===== config.mk =====
export PLATFORM = sky130hd
export DESIGN_NAME = tpt_state_variable_filter_flat
export DESIGN_NICKNAME = d
export VERILOG_FILES = /design/src/rtl/tpt_svf_pkg.sv /design/src/rtl/tpt_svf_if.sv /design/src/rtl/tpt_svf_mac.sv /design/src/rtl/tpt_svf_bank.sv /design/src/rtl/tpt_state_variable_filter.sv /design/src/flat_wrapper.sv
export VERILOG_INCLUDE_DIRS = /design/src /design/src/rtl
export SDC_FILE = /design/constraint.sdc
export NUM_CORES = 2
export LEC_CHECK = 0
export BUFFER_PORTS_ARGS = -buffer_cell sky130_fd_sc_hd__buf_2
export CAP_MARGIN = 20
export CORE_MARGIN = 5
export CORE_UTILIZATION = 40
export CTS_BUF_LIST = sky130_fd_sc_hd__clkbuf_4 sky130_fd_sc_hd__clkbuf_8 sky130_fd_sc_hd__clkbuf_16
export DETAILED_ROUTE_END_ITERATION = 8
export SLEW_MARGIN = 20
export SYNTH_ARGS = -nofsm -noshare
export SYNTH_HDL_FRONTEND = slang
export SYNTH_SLANG_ARGS = --single-unit

===== constraint.sdc =====
create_clock -name clock -period 8.1 [get_ports clock]
set_input_delay 0 -clock clock [delete_from_list [all_inputs] [get_ports clock]]
set_output_delay 0 -clock clock [all_outputs]
set_load 0.05 [all_outputs]

===== src/rtl/tpt_state_variable_filter_macros.svh =====
// Assertion macros shared by the state variable filter RTL.
`ifndef TPT_STATE_VARIABLE_FILTER_MACROS_SVH
`define TPT_STATE_VARIABLE_FILTER_MACROS_SVH

`ifndef SYNTHESIS
// Same-cycle implication, checked on every rising clock edge.
`define TPT_ASSERT_IMP(label, clk, rst, ante, cons) \
   label: assert property (@(posedge clk) disable iff (rst) (ante) |-> (cons)) \
      else $error("tpt_svf: implication check failed");
// Next-cycle implication, checked on every rising clock edge.
`define TPT_ASSERT_NXT(label, clk, rst, ante, cons) \
   label: assert property (@(posedge clk) disable iff (rst) (ante) |=> (cons)) \
      else $error("tpt_svf: next-cycle check failed");
`else
`define TPT_ASSERT_IMP(label, clk, rst, ante, cons)
`define TPT_ASSERT_NXT(label, clk, rst, ante, cons)
`endif

`endif


===== src/rtl/tpt_svf_pkg.sv =====
// Package with widths, codes, shared types and arithmetic helpers of the filter.
`timescale 1ns / 1ps

package tpt_svf_pkg;

   // Number of channels that keep filter state.
   localparam int CHANNELS = 2;

   localparam int SAMPLE_W   = 24;
   localparam int CHAN_W     = 4;
   localparam int COEF_W     = 18;
   localparam int MODE_W     = 2;
   localparam int STATE_W    = 32;
   localparam int COEF_FRAC  = 16;
   // Multiplier operand A holds z1, v3 or v1; v1 stays well inside 37 bits.
   localparam int OPA_W      = 37;
   localparam int PROD_W     = OPA_W + COEF_W + 1;
   // Intermediate results (v1, v2, highpass, new states) fit in 40 bits.
   localparam int WIDE_W     = 40;
   localparam int CH_IDX_W   = (CHANNELS > 1) ? $clog2(CHANNELS) : 1;
   localparam int CSR_IDX_W  = 3;
   localparam int CSR_DATA_W = COEF_W;

   // First channel number that bypasses the filter.
   localparam logic [CHAN_W:0] CHAN_LIMIT = (CHAN_W + 1)'(CHANNELS);

   // Register indexes of the configuration port.
   localparam logic [CSR_IDX_W-1:0] CSR_COEF_A1 = 3'd0;
   localparam logic [CSR_IDX_W-1:0] CSR_COEF_A2 = 3'd1;
   localparam logic [CSR_IDX_W-1:0] CSR_COEF_A3 = 3'd2;
   localparam logic [CSR_IDX_W-1:0] CSR_DAMPING = 3'd3;
   localparam logic [CSR_IDX_W-1:0] CSR_MODE    = 3'd4;

   // Output select codes.
   localparam logic [MODE_W-1:0] MODE_LOWPASS  = 2'd0;
   localparam logic [MODE_W-1:0] MODE_HIGHPASS = 2'd1;
   localparam logic [MODE_W-1:0] MODE_BANDPASS = 2'd2;

   // Register reset values.
   localparam logic [COEF_W-1:0] COEF_A1_RESET = 18'd65536;
   localparam logic [COEF_W-1:0] COEF_A2_RESET = 18'd0;
   localparam logic [COEF_W-1:0] COEF_A3_RESET = 18'd0;
   localparam logic [COEF_W-1:0] DAMPING_RESET = 18'd131072;

   // Accumulator control of the shared multiply-accumulate unit.
   typedef struct packed {
      logic load;
      logic add;
   } mac_ctrl_type;

   // Write request into the integrator state bank.
   typedef struct packed {
      logic                       en;
      logic [CH_IDX_W-1:0]        idx;
      logic signed [STATE_W-1:0]  one;
      logic signed [STATE_W-1:0]  two;
   } bank_wr_type;

   // Round a coefficient product to nearest, ties toward plus infinity.
   function automatic logic signed [WIDE_W-1:0] round_frac(
      input logic signed [PROD_W-1:0] v);
      logic signed [PROD_W-1:0] t;
      t = v + $signed(PROD_W'(1) << (COEF_FRAC - 1));
      t = t >>> COEF_FRAC;
      return t[WIDE_W-1:0];
   endfunction

   // Saturate to the signed state range.
   function automatic logic signed [STATE_W-1:0] sat_state(
      input logic signed [WIDE_W-1:0] v);
      logic signed [WIDE_W-1:0] hi;
      logic signed [WIDE_W-1:0] lo;
      hi = {{(WIDE_W - STATE_W + 1){1'b0}}, {(STATE_W - 1){1'b1}}};
      lo = ~hi;
      if (v > hi) begin
         return hi[STATE_W-1:0];
      end else if (v < lo) begin
         return lo[STATE_W-1:0];
      end
      return v[STATE_W-1:0];
   endfunction

   // Saturate to the signed sample range.
   function automatic logic signed [SAMPLE_W-1:0] sat_sample(
      input logic signed [WIDE_W-1:0] v);
      logic signed [WIDE_W-1:0] hi;
      logic signed [WIDE_W-1:0] lo;
      hi = {{(WIDE_W - SAMPLE_W + 1){1'b0}}, {(SAMPLE_W - 1){1'b1}}};
      lo = ~hi;
      if (v > hi) begin
         return hi[SAMPLE_W-1:0];
      end else if (v < lo) begin
         return lo[SAMPLE_W-1:0];
      end
      return v[SAMPLE_W-1:0];
   endfunction

endpackage


===== src/rtl/tpt_svf_if.sv =====
// Valid/ready channel interfaces for filter requests and responses.
`timescale 1ns / 1ps

interface tpt_svf_req_if import tpt_svf_pkg::*; ();
   logic                        valid;
   logic                        ready;
   logic signed [SAMPLE_W-1:0]  sample_in;
   logic [CHAN_W-1:0]           chan;

   modport source (output valid, output sample_in, output chan, input ready);
   modport sink (input valid, input sample_in, input chan, output ready);
endinterface

interface tpt_svf_rsp_if import tpt_svf_pkg::*; ();
   logic                        valid;
   logic                        ready;
   logic signed [SAMPLE_W-1:0]  sample_out;
   logic [CHAN_W-1:0]           out_chan;

   modport source (output valid, output sample_out, output out_chan, input ready);
   modport sink (input valid, input sample_out, input out_chan, output ready);
endinterface


===== src/rtl/tpt_svf_mac.sv =====
// Shared multiplier with a registered product and an accumulator.
`timescale 1ns / 1ps

module tpt_svf_mac import tpt_svf_pkg::*; (
   input  logic                       clock,
   input  logic signed [OPA_W-1:0]    op_a,
   input  logic [COEF_W-1:0]          op_b,
   input  mac_ctrl_type               ctrl,
   output logic signed [PROD_W-1:0]   acc
);

   logic signed [PROD_W-1:0] prod_ff;
   logic signed [PROD_W-1:0] prod_in;
   logic signed [PROD_W-1:0] acc_ff;
   logic signed [PROD_W-1:0] acc_in;

   // Coefficients are unsigned; a zero sign bit keeps the product signed.
   assign prod_in = op_a * $signed({1'b0, op_b});

   // The accumulator either starts from the product, adds it or holds.
   always_comb begin
      acc_in = acc_ff;
      if (ctrl.load) begin
         acc_in = prod_ff;
      end else if (ctrl.add) begin
         acc_in = acc_ff + prod_ff;
      end
   end

   always_ff @(posedge clock) begin
      prod_ff <= prod_in;
      acc_ff  <= acc_in;
   end

   assign acc = acc_ff;

endmodule


===== src/rtl/tpt_svf_bank.sv =====
// Per-channel integrator state bank, cleared at reset.
`timescale 1ns / 1ps

module tpt_svf_bank import tpt_svf_pkg::*; (
   input  logic                       clock,
   input  logic                       reset,
   input  logic [CH_IDX_W-1:0]        rd_idx,
   input  bank_wr_type                wr,
   output logic signed [STATE_W-1:0]  rd_one,
   output logic signed [STATE_W-1:0]  rd_two
);

   logic signed [STATE_W-1:0] one_ff [CHANNELS];
   logic signed [STATE_W-1:0] two_ff [CHANNELS];

   // Reset zeroes every channel; otherwise a write updates one channel.
   always_ff @(posedge clock) begin
      if (reset) begin
         for (int i = 0; i < CHANNELS; i++) begin
            one_ff[i] <= '0;
            two_ff[i] <= '0;
         end
      end else if (wr.en) begin
         one_ff[wr.idx] <= wr.one;
         two_ff[wr.idx] <= wr.two;
      end
   end

   assign rd_one = one_ff[rd_idx];
   assign rd_two = two_ff[rd_idx];

endmodule


===== src/rtl/tpt_state_variable_filter.sv =====
// Top level of the multi-channel trapezoidal state variable filter.
`timescale 1ns / 1ps
`include "tpt_state_variable_filter_macros.svh"

// Trapezoidal state variable filter for CHANNELS channels. Each request carries
// a Q1.23 sample and a channel number; the response returns the lowpass,
// highpass or bandpass output selected by the mode register, saturated to
// 24 bits, with the channel echoed. Channels at or above CHANNELS pass the
// sample through and leave all state alone. A filtered item passes a state
// read, the multiply steps and the output register before the block takes
// the next request; a bypassed item goes straight to the output register.
// One shared 37 x 19 bit multiplier runs the five coefficient products of a
// step one after another. The output register waits for a free response
// slot. Requests are not taken while an item is in work. Coefficients are
// unsigned Q2.16 and must only be written while the block is idle.
module tpt_state_variable_filter import tpt_svf_pkg::*; (
   input  logic                       clock,
   input  logic                       reset,
   tpt_svf_req_if.sink                req_bus,
   tpt_svf_rsp_if.source              rsp_bus,
   input  logic                       csr_wr_en,
   input  logic [CSR_IDX_W-1:0]       csr_index,
   input  logic [CSR_DATA_W-1:0]      csr_wdata
);

   typedef enum logic [1:0] {
      S_IDLE,
      S_LOAD,
      S_MUL,
      S_OUT
   } state_type;

   // Steps of the multiply sequence.
   localparam logic [2:0] STEP_A1_Z1 = 3'd0;
   localparam logic [2:0] STEP_A2_V3 = 3'd1;
   localparam logic [2:0] STEP_A2_Z1 = 3'd2;
   localparam logic [2:0] STEP_A3_V3 = 3'd3;
   localparam logic [2:0] STEP_K_V1  = 3'd4;
   localparam logic [2:0] STEP_V2    = 3'd5;
   localparam logic [2:0] STEP_LAST  = 3'd6;

   state_type                   state_ff, state_in;
   logic [2:0]                  step_ff, step_in;
   logic                        rsp_valid_ff, rsp_valid_in;
   logic signed [SAMPLE_W-1:0]  rsp_sample_ff, rsp_sample_in;
   logic [CHAN_W-1:0]           rsp_chan_ff, rsp_chan_in;

   logic signed [SAMPLE_W-1:0]  x_ff, x_in;
   logic [CHAN_W-1:0]           chan_ff, chan_in;
   logic signed [STATE_W-1:0]   z1_ff, z1_in;
   logic signed [STATE_W-1:0]   z2_ff, z2_in;
   logic signed [STATE_W:0]     v3_ff, v3_in;
   logic signed [WIDE_W-1:0]    v1_ff, v1_in;
   logic signed [WIDE_W-1:0]    v2_ff, v2_in;
   logic signed [SAMPLE_W-1:0]  res_ff, res_in;

   logic [COEF_W-1:0]           coef_a1_ff, coef_a2_ff, coef_a3_ff, damping_ff;
   logic [MODE_W-1:0]           mode_ff;

   logic                        accept;
   logic                        bypass_in;
   logic                        rsp_free;
   logic signed [OPA_W-1:0]     op_a;
   logic [COEF_W-1:0]           op_b;
   mac_ctrl_type                mac_ctrl;
   logic signed [PROD_W-1:0]    acc;
   bank_wr_type                 bank_wr;
   logic signed [STATE_W-1:0]   bank_one, bank_two;
   logic signed [WIDE_W-1:0]    hp_wide, one_wide, two_wide;
   logic signed [SAMPLE_W-1:0]  lp_sat, bp_sat, hp_sat, sel_sat;

   // Configuration registers; writes to unknown indexes are dropped.
   always_ff @(posedge clock) begin
      if (reset) begin
         coef_a1_ff <= COEF_A1_RESET;
         coef_a2_ff <= COEF_A2_RESET;
         coef_a3_ff <= COEF_A3_RESET;
         damping_ff <= DAMPING_RESET;
         mode_ff    <= MODE_LOWPASS;
      end else if (csr_wr_en) begin
         unique case (csr_index)
            CSR_COEF_A1: coef_a1_ff <= csr_wdata;
            CSR_COEF_A2: coef_a2_ff <= csr_wdata;
            CSR_COEF_A3: coef_a3_ff <= csr_wdata;
            CSR_DAMPING: damping_ff <= csr_wdata;
            CSR_MODE:    mode_ff    <= csr_wdata[MODE_W-1:0];
            default: begin
            end
         endcase
      end
   end

   assign req_bus.ready = (state_ff == S_IDLE);
   assign accept        = req_bus.valid && req_bus.ready;
   assign bypass_in     = ({1'b0, req_bus.chan} >= CHAN_LIMIT);
   assign rsp_free      = !rsp_valid_ff || rsp_bus.ready;

   // Operand select for the shared multiplier, one product per step.
   always_comb begin
      unique case (step_ff)
         STEP_A1_Z1: begin
            op_a = OPA_W'(z1_ff);
            op_b = coef_a1_ff;
         end
         STEP_A2_V3: begin
            op_a = OPA_W'(v3_ff);
            op_b = coef_a2_ff;
         end
         STEP_A2_Z1: begin
            op_a = OPA_W'(z1_ff);
            op_b = coef_a2_ff;
         end
         STEP_A3_V3: begin
            op_a = OPA_W'(v3_ff);
            op_b = coef_a3_ff;
         end
         default: begin
            op_a = $signed(v1_ff[OPA_W-1:0]);
            op_b = damping_ff;
         end
      endcase
   end

   // The product of step n reaches the accumulator in step n + 1.
   always_comb begin
      mac_ctrl.load = 1'b0;
      mac_ctrl.add  = 1'b0;
      if (state_ff == S_MUL) begin
         mac_ctrl.load = (step_ff == STEP_A2_V3) || (step_ff == STEP_A3_V3)
                         || (step_ff == STEP_V2);
         mac_ctrl.add  = (step_ff == STEP_A2_Z1) || (step_ff == STEP_K_V1);
      end
   end

   tpt_svf_mac u_mac (
      .clock (clock),
      .op_a  (op_a),
      .op_b  (op_b),
      .ctrl  (mac_ctrl),
      .acc   (acc)
   );

   tpt_svf_bank u_bank (
      .clock  (clock),
      .reset  (reset),
      .rd_idx (chan_ff[CH_IDX_W-1:0]),
      .wr     (bank_wr),
      .rd_one (bank_one),
      .rd_two (bank_two)
   );

   // Final outputs and new integrator states, valid in the last step.
   always_comb begin
      hp_wide  = WIDE_W'(x_ff) - round_frac(acc) - v2_ff;
      one_wide = (v1_ff <<< 1) - WIDE_W'(z1_ff);
      two_wide = (v2_ff <<< 1) - WIDE_W'(z2_ff);
      lp_sat   = sat_sample(v2_ff);
      bp_sat   = sat_sample(v1_ff);
      hp_sat   = sat_sample(hp_wide);
      unique case (mode_ff)
         MODE_HIGHPASS: sel_sat = hp_sat;
         MODE_BANDPASS: sel_sat = bp_sat;
         default:       sel_sat = lp_sat;
      endcase
   end

   assign bank_wr.en  = (state_ff == S_MUL) && (step_ff == STEP_LAST);
   assign bank_wr.idx = chan_ff[CH_IDX_W-1:0];
   assign bank_wr.one = sat_state(one_wide);
   assign bank_wr.two = sat_state(two_wide);

   // Sequencer: take a request, read state, run the multiply steps, respond.
   always_comb begin
      state_in      = state_ff;
      step_in       = step_ff;
      rsp_valid_in  = rsp_valid_ff && !rsp_bus.ready;
      rsp_sample_in = rsp_sample_ff;
      rsp_chan_in   = rsp_chan_ff;
      x_in          = x_ff;
      chan_in       = chan_ff;
      z1_in         = z1_ff;
      z2_in         = z2_ff;
      v3_in         = v3_ff;
      v1_in         = v1_ff;
      v2_in         = v2_ff;
      res_in        = res_ff;
      unique case (state_ff)
         S_IDLE: begin
            if (accept) begin
               x_in    = req_bus.sample_in;
               chan_in = req_bus.chan;
               res_in  = req_bus.sample_in;
               state_in = bypass_in ? S_OUT : S_LOAD;
            end
         end
         S_LOAD: begin
            z1_in    = bank_one;
            z2_in    = bank_two;
            v3_in    = (STATE_W + 1)'(x_ff) - (STATE_W + 1)'(bank_two);
            step_in  = STEP_A1_Z1;
            state_in = S_MUL;
         end
         S_MUL: begin
            step_in = step_ff + 3'd1;
            if (step_ff == STEP_A3_V3) begin
               v1_in = round_frac(acc);
            end
            if (step_ff == STEP_V2) begin
               v2_in = WIDE_W'(z2_ff) + round_frac(acc);
            end
            if (step_ff == STEP_LAST) begin
               res_in   = sel_sat;
               state_in = S_OUT;
            end
         end
         S_OUT: begin
            if (rsp_free) begin
               rsp_valid_in  = 1'b1;
               rsp_sample_in = res_ff;
               rsp_chan_in   = chan_ff;
               state_in      = S_IDLE;
            end
         end
         default: begin
            state_in = S_IDLE;
         end
      endcase
   end

   always_ff @(posedge clock) begin
      if (reset) begin
         state_ff     <= S_IDLE;
         step_ff      <= STEP_A1_Z1;
         rsp_valid_ff <= 1'b0;
      end else begin
         state_ff     <= state_in;
         step_ff      <= step_in;
         rsp_valid_ff <= rsp_valid_in;
      end
      rsp_sample_ff <= rsp_sample_in;
      rsp_chan_ff   <= rsp_chan_in;
      x_ff          <= x_in;
      chan_ff       <= chan_in;
      z1_ff         <= z1_in;
      z2_ff         <= z2_in;
      v3_ff         <= v3_in;
      v1_ff         <= v1_in;
      v2_ff         <= v2_in;
      res_ff        <= res_in;
   end

   assign rsp_bus.valid      = rsp_valid_ff;
   assign rsp_bus.sample_out = rsp_sample_ff;
   assign rsp_bus.out_chan   = rsp_chan_ff;

   // State is only written at the end of a filtered item.
   `TPT_ASSERT_IMP(a_bank_wr_last, clock, reset, bank_wr.en, state_ff == S_MUL && step_ff == STEP_LAST)
   // A bypassed request goes straight to the response stage.
   `TPT_ASSERT_NXT(a_bypass_direct, clock, reset, accept && bypass_in, state_ff == S_OUT)
   // A response only appears out of the response stage.
   `TPT_ASSERT_NXT(a_rsp_from_out, clock, reset, state_ff != S_OUT, !$rose(rsp_valid_ff))
   // Reset leaves the block idle with no response pending.
   `TPT_ASSERT_NXT(a_reset_idle, clock, 1'b0, reset, state_ff == S_IDLE && !rsp_valid_ff)

endmodule

===== src/flat_wrapper.sv =====
// flat-port wrapper written by rule: the top's interface ports become plain ports
module tpt_state_variable_filter_flat import tpt_svf_pkg::*;
  (clock, reset, csr_wr_en, csr_index, csr_wdata, req_bus_valid, req_bus_sample_in, req_bus_chan, req_bus_ready, rsp_bus_valid, rsp_bus_sample_out, rsp_bus_out_chan, rsp_bus_ready);
  tpt_svf_req_if req_bus_i ();
  tpt_svf_rsp_if rsp_bus_i ();
  input  logic clock;
  input  logic reset;
  input  logic csr_wr_en;
  input  logic [CSR_IDX_W-1:0] csr_index;
  input  logic [CSR_DATA_W-1:0] csr_wdata;
  input wire logic [$bits(req_bus_i.valid)-1:0] req_bus_valid;
  input wire logic [$bits(req_bus_i.sample_in)-1:0] req_bus_sample_in;
  input wire logic [$bits(req_bus_i.chan)-1:0] req_bus_chan;
  output wire logic [$bits(req_bus_i.ready)-1:0] req_bus_ready;
  output wire logic [$bits(rsp_bus_i.valid)-1:0] rsp_bus_valid;
  output wire logic [$bits(rsp_bus_i.sample_out)-1:0] rsp_bus_sample_out;
  output wire logic [$bits(rsp_bus_i.out_chan)-1:0] rsp_bus_out_chan;
  input wire logic [$bits(rsp_bus_i.ready)-1:0] rsp_bus_ready;
  assign req_bus_i.valid = req_bus_valid;
  assign req_bus_i.sample_in = req_bus_sample_in;
  assign req_bus_i.chan = req_bus_chan;
  assign req_bus_ready = req_bus_i.ready;
  assign rsp_bus_valid = rsp_bus_i.valid;
  assign rsp_bus_sample_out = rsp_bus_i.sample_out;
  assign rsp_bus_out_chan = rsp_bus_i.out_chan;
  assign rsp_bus_i.ready = rsp_bus_ready;
  tpt_state_variable_filter u_core (.clock(clock), .reset(reset), .req_bus(req_bus_i), .rsp_bus(rsp_bus_i), .csr_wr_en(csr_wr_en), .csr_index(csr_index), .csr_wdata(csr_wdata));
endmodule

==> qor.csv <==
metric,value,unit
status,completed,
grt_usage,0.230,
io_buffers,83,
topRoutingLayerUsed,met5,
clockBufferDepth,3,
cts_root_buf,clkbuf_16,
drt-initial-drc-count,3458,
end_kind,register,
rows,142,
mappedNetlistArea,60000,um2
hold_viol,0,
htreeDepth,3,
fin_crit,7.87,ns
start_util,0.401,
final_nets,8151,
clock_latency,0.68,ns
cp_data_arrival_time,8.44,ns
clock_skew,0.0441,ns
drtPass1Iterations,6,
rsz0062_at_grt,yes,
dp_hpwl,147,mm
wl_met3,11.7,mm
drt_wl_total,184,mm
slowest_stage,fa_1,
async_flop_share,0,
ys_warn_count,0,
critPathLaunchType,register,
areaGrowthSynthToFinish,18.0,%
grt_pass1_wl,284,mm
synth_nets,7682,
grt_start_max_net_pins,84,
clkTransAtPathRegs,0.06,ns
hold_path_class,primary input to register,
ant_nets,0,
fmax,127,MHz
coreArea,149000,um2
place_area,66200,um2
overflow,0,
synth-edff-count,441,
required,8.67,ns
worst_pin_slew,1.10,ns
die_h,397,um
grt_pass1_vias,49552,
cp_max_fo,9,
synthCells,6559,
setup_viol,0,
routed-wl-met2,85.3,mm
drc_errors,0,
cts_tree,done,
fin_area,70800,um2
pre_cts_slack,-0.477,ns
max_stage_delay,0.57,ns
worst_slack,0.230,ns
slew_headroom,0.264,
syn_area_per_cell,9.15,um2
drive_gt1_frac,0.139,
cts_sinks,578,
numCtsBuffers,69,
synth-seq-cells,578,
maxCapViolCount,0,
crit_path_frequent_cell,fa_1,
antenna_found_initial,1,
globalplace.congestion,0.935,
diodes,0,
synthDistinctLibCells,91,
drt-met1-wl,81.4,mm
dieArea,158000,um2
seq_area_frac_synth,0.266,
drt-vias-per-instance,5.37,
via_count,48829,
synthFlopType,edfxtp_1,
die_w,397,um
wire_per_inst,20.3,um
finalCritPeriodShare,0.972,
crit_type,register to register,
ios,84,
maxSlewViolCount,0,
utilization,0.474,
-- cells in the mapped netlist (16+ instances only) --
cell type  number  area, um2
inv_1        1058       3970
nand2_1       695       2610
fa_1          677      13600
nor2_1        594       2230
a21oi_1       507       2540
edfxtp_1      441      13200
ha_1          392       4900
clkbuf_1      243        912
xnor2_1       201       1760
o21ai_0       187        936
a21o_1        155       1160
dfxtp_1       137       2740
nor3_1        136        681
xor2_1        111        972
nand3_1        87        435
nand2b_1       80        500
nor2b_1        63        394
o21bai_1       62        465
nand4_1        57        357
a221oi_1       39        342
mux2i_1        38        380
o21a_1         38        285
and3_1         37        231
a221o_1        36        360
o31ai_1        35        263
mux2_2         34        383
a31oi_1        32        200
a211oi_1       27        203
and2_1         25        156
o21ai_1        23        115
nor4_1         20        125
o221a_1        19        214
a222oi_1       18        180
and4_1         18        158
a211o_1        16        140
buf_2          16       80.1
-- worst max-delay path, delay by kind of cell, from the launching register on --
family / cells / cell delay [ns]
compound gates: 8 / 1.54
xor+xnor: 1 / 0.17
flops: 1 / 0.37
buf+inv: 12 / 1.29
fa+ha+maj: 8 / 3.56
simple gates: 6 / 0.83
-- kinds of logic after synthesis --
logic type,after synthesis,synth area share
xor gates and xnor gates,314,0.0462
AOI/OAI and AO/OA,1317,0.143
adders and majority gates,1072,0.308
DFF,578,0.266
and+or+nand+nor,1873,0.139
muxes,72,0.0127
buffers and inverters,1333,0.0844
-- layer usage --
metal / GRT usage / vias up
li1: - / 22795
met1: 0.323 / 24290
met2: 0.376 / 1468
met3: 0.0287 / 274
met4: 0.0616 / 2
met5: 0 / -
-- cell usage in the layout, fill, tap and decap left out, types with 19 or more instances in the layout --
| master | n |
|---|---|
| mux2i_1 | 38 |
| o31ai_1 | 34 |
| a31oi_1 | 31 |
| mux2_2 | 34 |
| inv_1 | 1046 |
| a21oi_2 | 20 |
| buf_2 | 83 |
| edfxtp_1 | 441 |
| nor2_1 | 571 |
| o21bai_1 | 60 |
| buf_12 | 51 |
| and3_1 | 32 |
| dfxtp_1 | 134 |
| o221a_1 | 19 |
| xor2_1 | 111 |
| a221oi_1 | 21 |
| ha_1 | 379 |
| o21a_1 | 34 |
| and2_1 | 24 |
| a221o_1 | 35 |
| nor4_1 | 20 |
| nor3_1 | 136 |
| nand3_1 | 85 |
| a211oi_1 | 24 |
| nand2_1 | 693 |
| nand2b_1 | 77 |
| clkbuf_16 | 79 |
| nand4_1 | 57 |
| dlygate4sd3_1 | 54 |
| a21oi_1 | 484 |
| a21o_1 | 152 |
| buf_4 | 433 |
| buf_6 | 30 |
| fa_1 | 663 |
| nor2b_1 | 60 |
| o21ai_0 | 175 |
| xnor2_1 | 200 |
-- worst paths after layout --
kind	start	end	slack, ns	depth (start not counted)
worst max-delay path	u_core.step_ff[0]	u_core.u_mac.prod_ff[54]	0.23	35
worst min-delay path	req_bus_chan[1]	u_core.chan_ff[1]	0.06	2
worst max register to register	u_core.step_ff[0]	u_core.u_mac.prod_ff[54]	0.23	35
worst min register to register	u_core.res_ff[3]	u_core.rsp_bus.sample_out[3]	0.40	0
-- final cells by class --
cell class              count  area, um2
clock inverters            29        422
repair buffers            673       6020
clock buffers              98       2010
fillers                 14036      78600
inverters                1058       3970
multi-input cells        4648      39800
flip-flops and latches    578      16000
well taps                2016       2520
-- per-stage QoR --
step | hold slack [ns] | cells | TNS, ns
after floorplan | 0.0989 | 6559 | 0
after global placement | 0.190 | 8864 | -2.76
after detailed placement | 0.196 | 8864 | -2.54
after CTS | 0.00752 | 9047 | 0
after global routing | 0.0440 | 9100 | -0.217
final | 0.0603 | 9100 | 0
-- sequential cells by signal, summed over array words and instances, names as in the netlist, 24 cells and up, named ones only --
| register | flops |
|---|---|
| u_core.res_ff | 24 |
| u_core.rsp_bus.sample_out | 24 |
| u_core.u_bank.one_ff | 64 |
| u_core.u_bank.two_ff | 64 |
| u_core.u_mac.acc | 56 |
| u_core.u_mac.prod_ff | 56 |
| u_core.v1_ff | 40 |
| u_core.v2_ff | 40 |
| u_core.v3_ff | 33 |
| u_core.x_ff | 24 |
| u_core.z1_ff | 32 |
| u_core.z2_ff | 32 |
-- repair_timing --
item                       in CTS  in global routing
setup endpoints to repair      18                 24
hold buffers                   54                  0
setup buffers                   5                 42
pin swaps                      13                112
cloned                          0                 11
gates resized for setup        37                204
hold endpoints to repair      129                  0
Power is left out: the tool's default activity adds up to more than one toggle a clock period on the data nets, which glitch-free logic cannot reach.
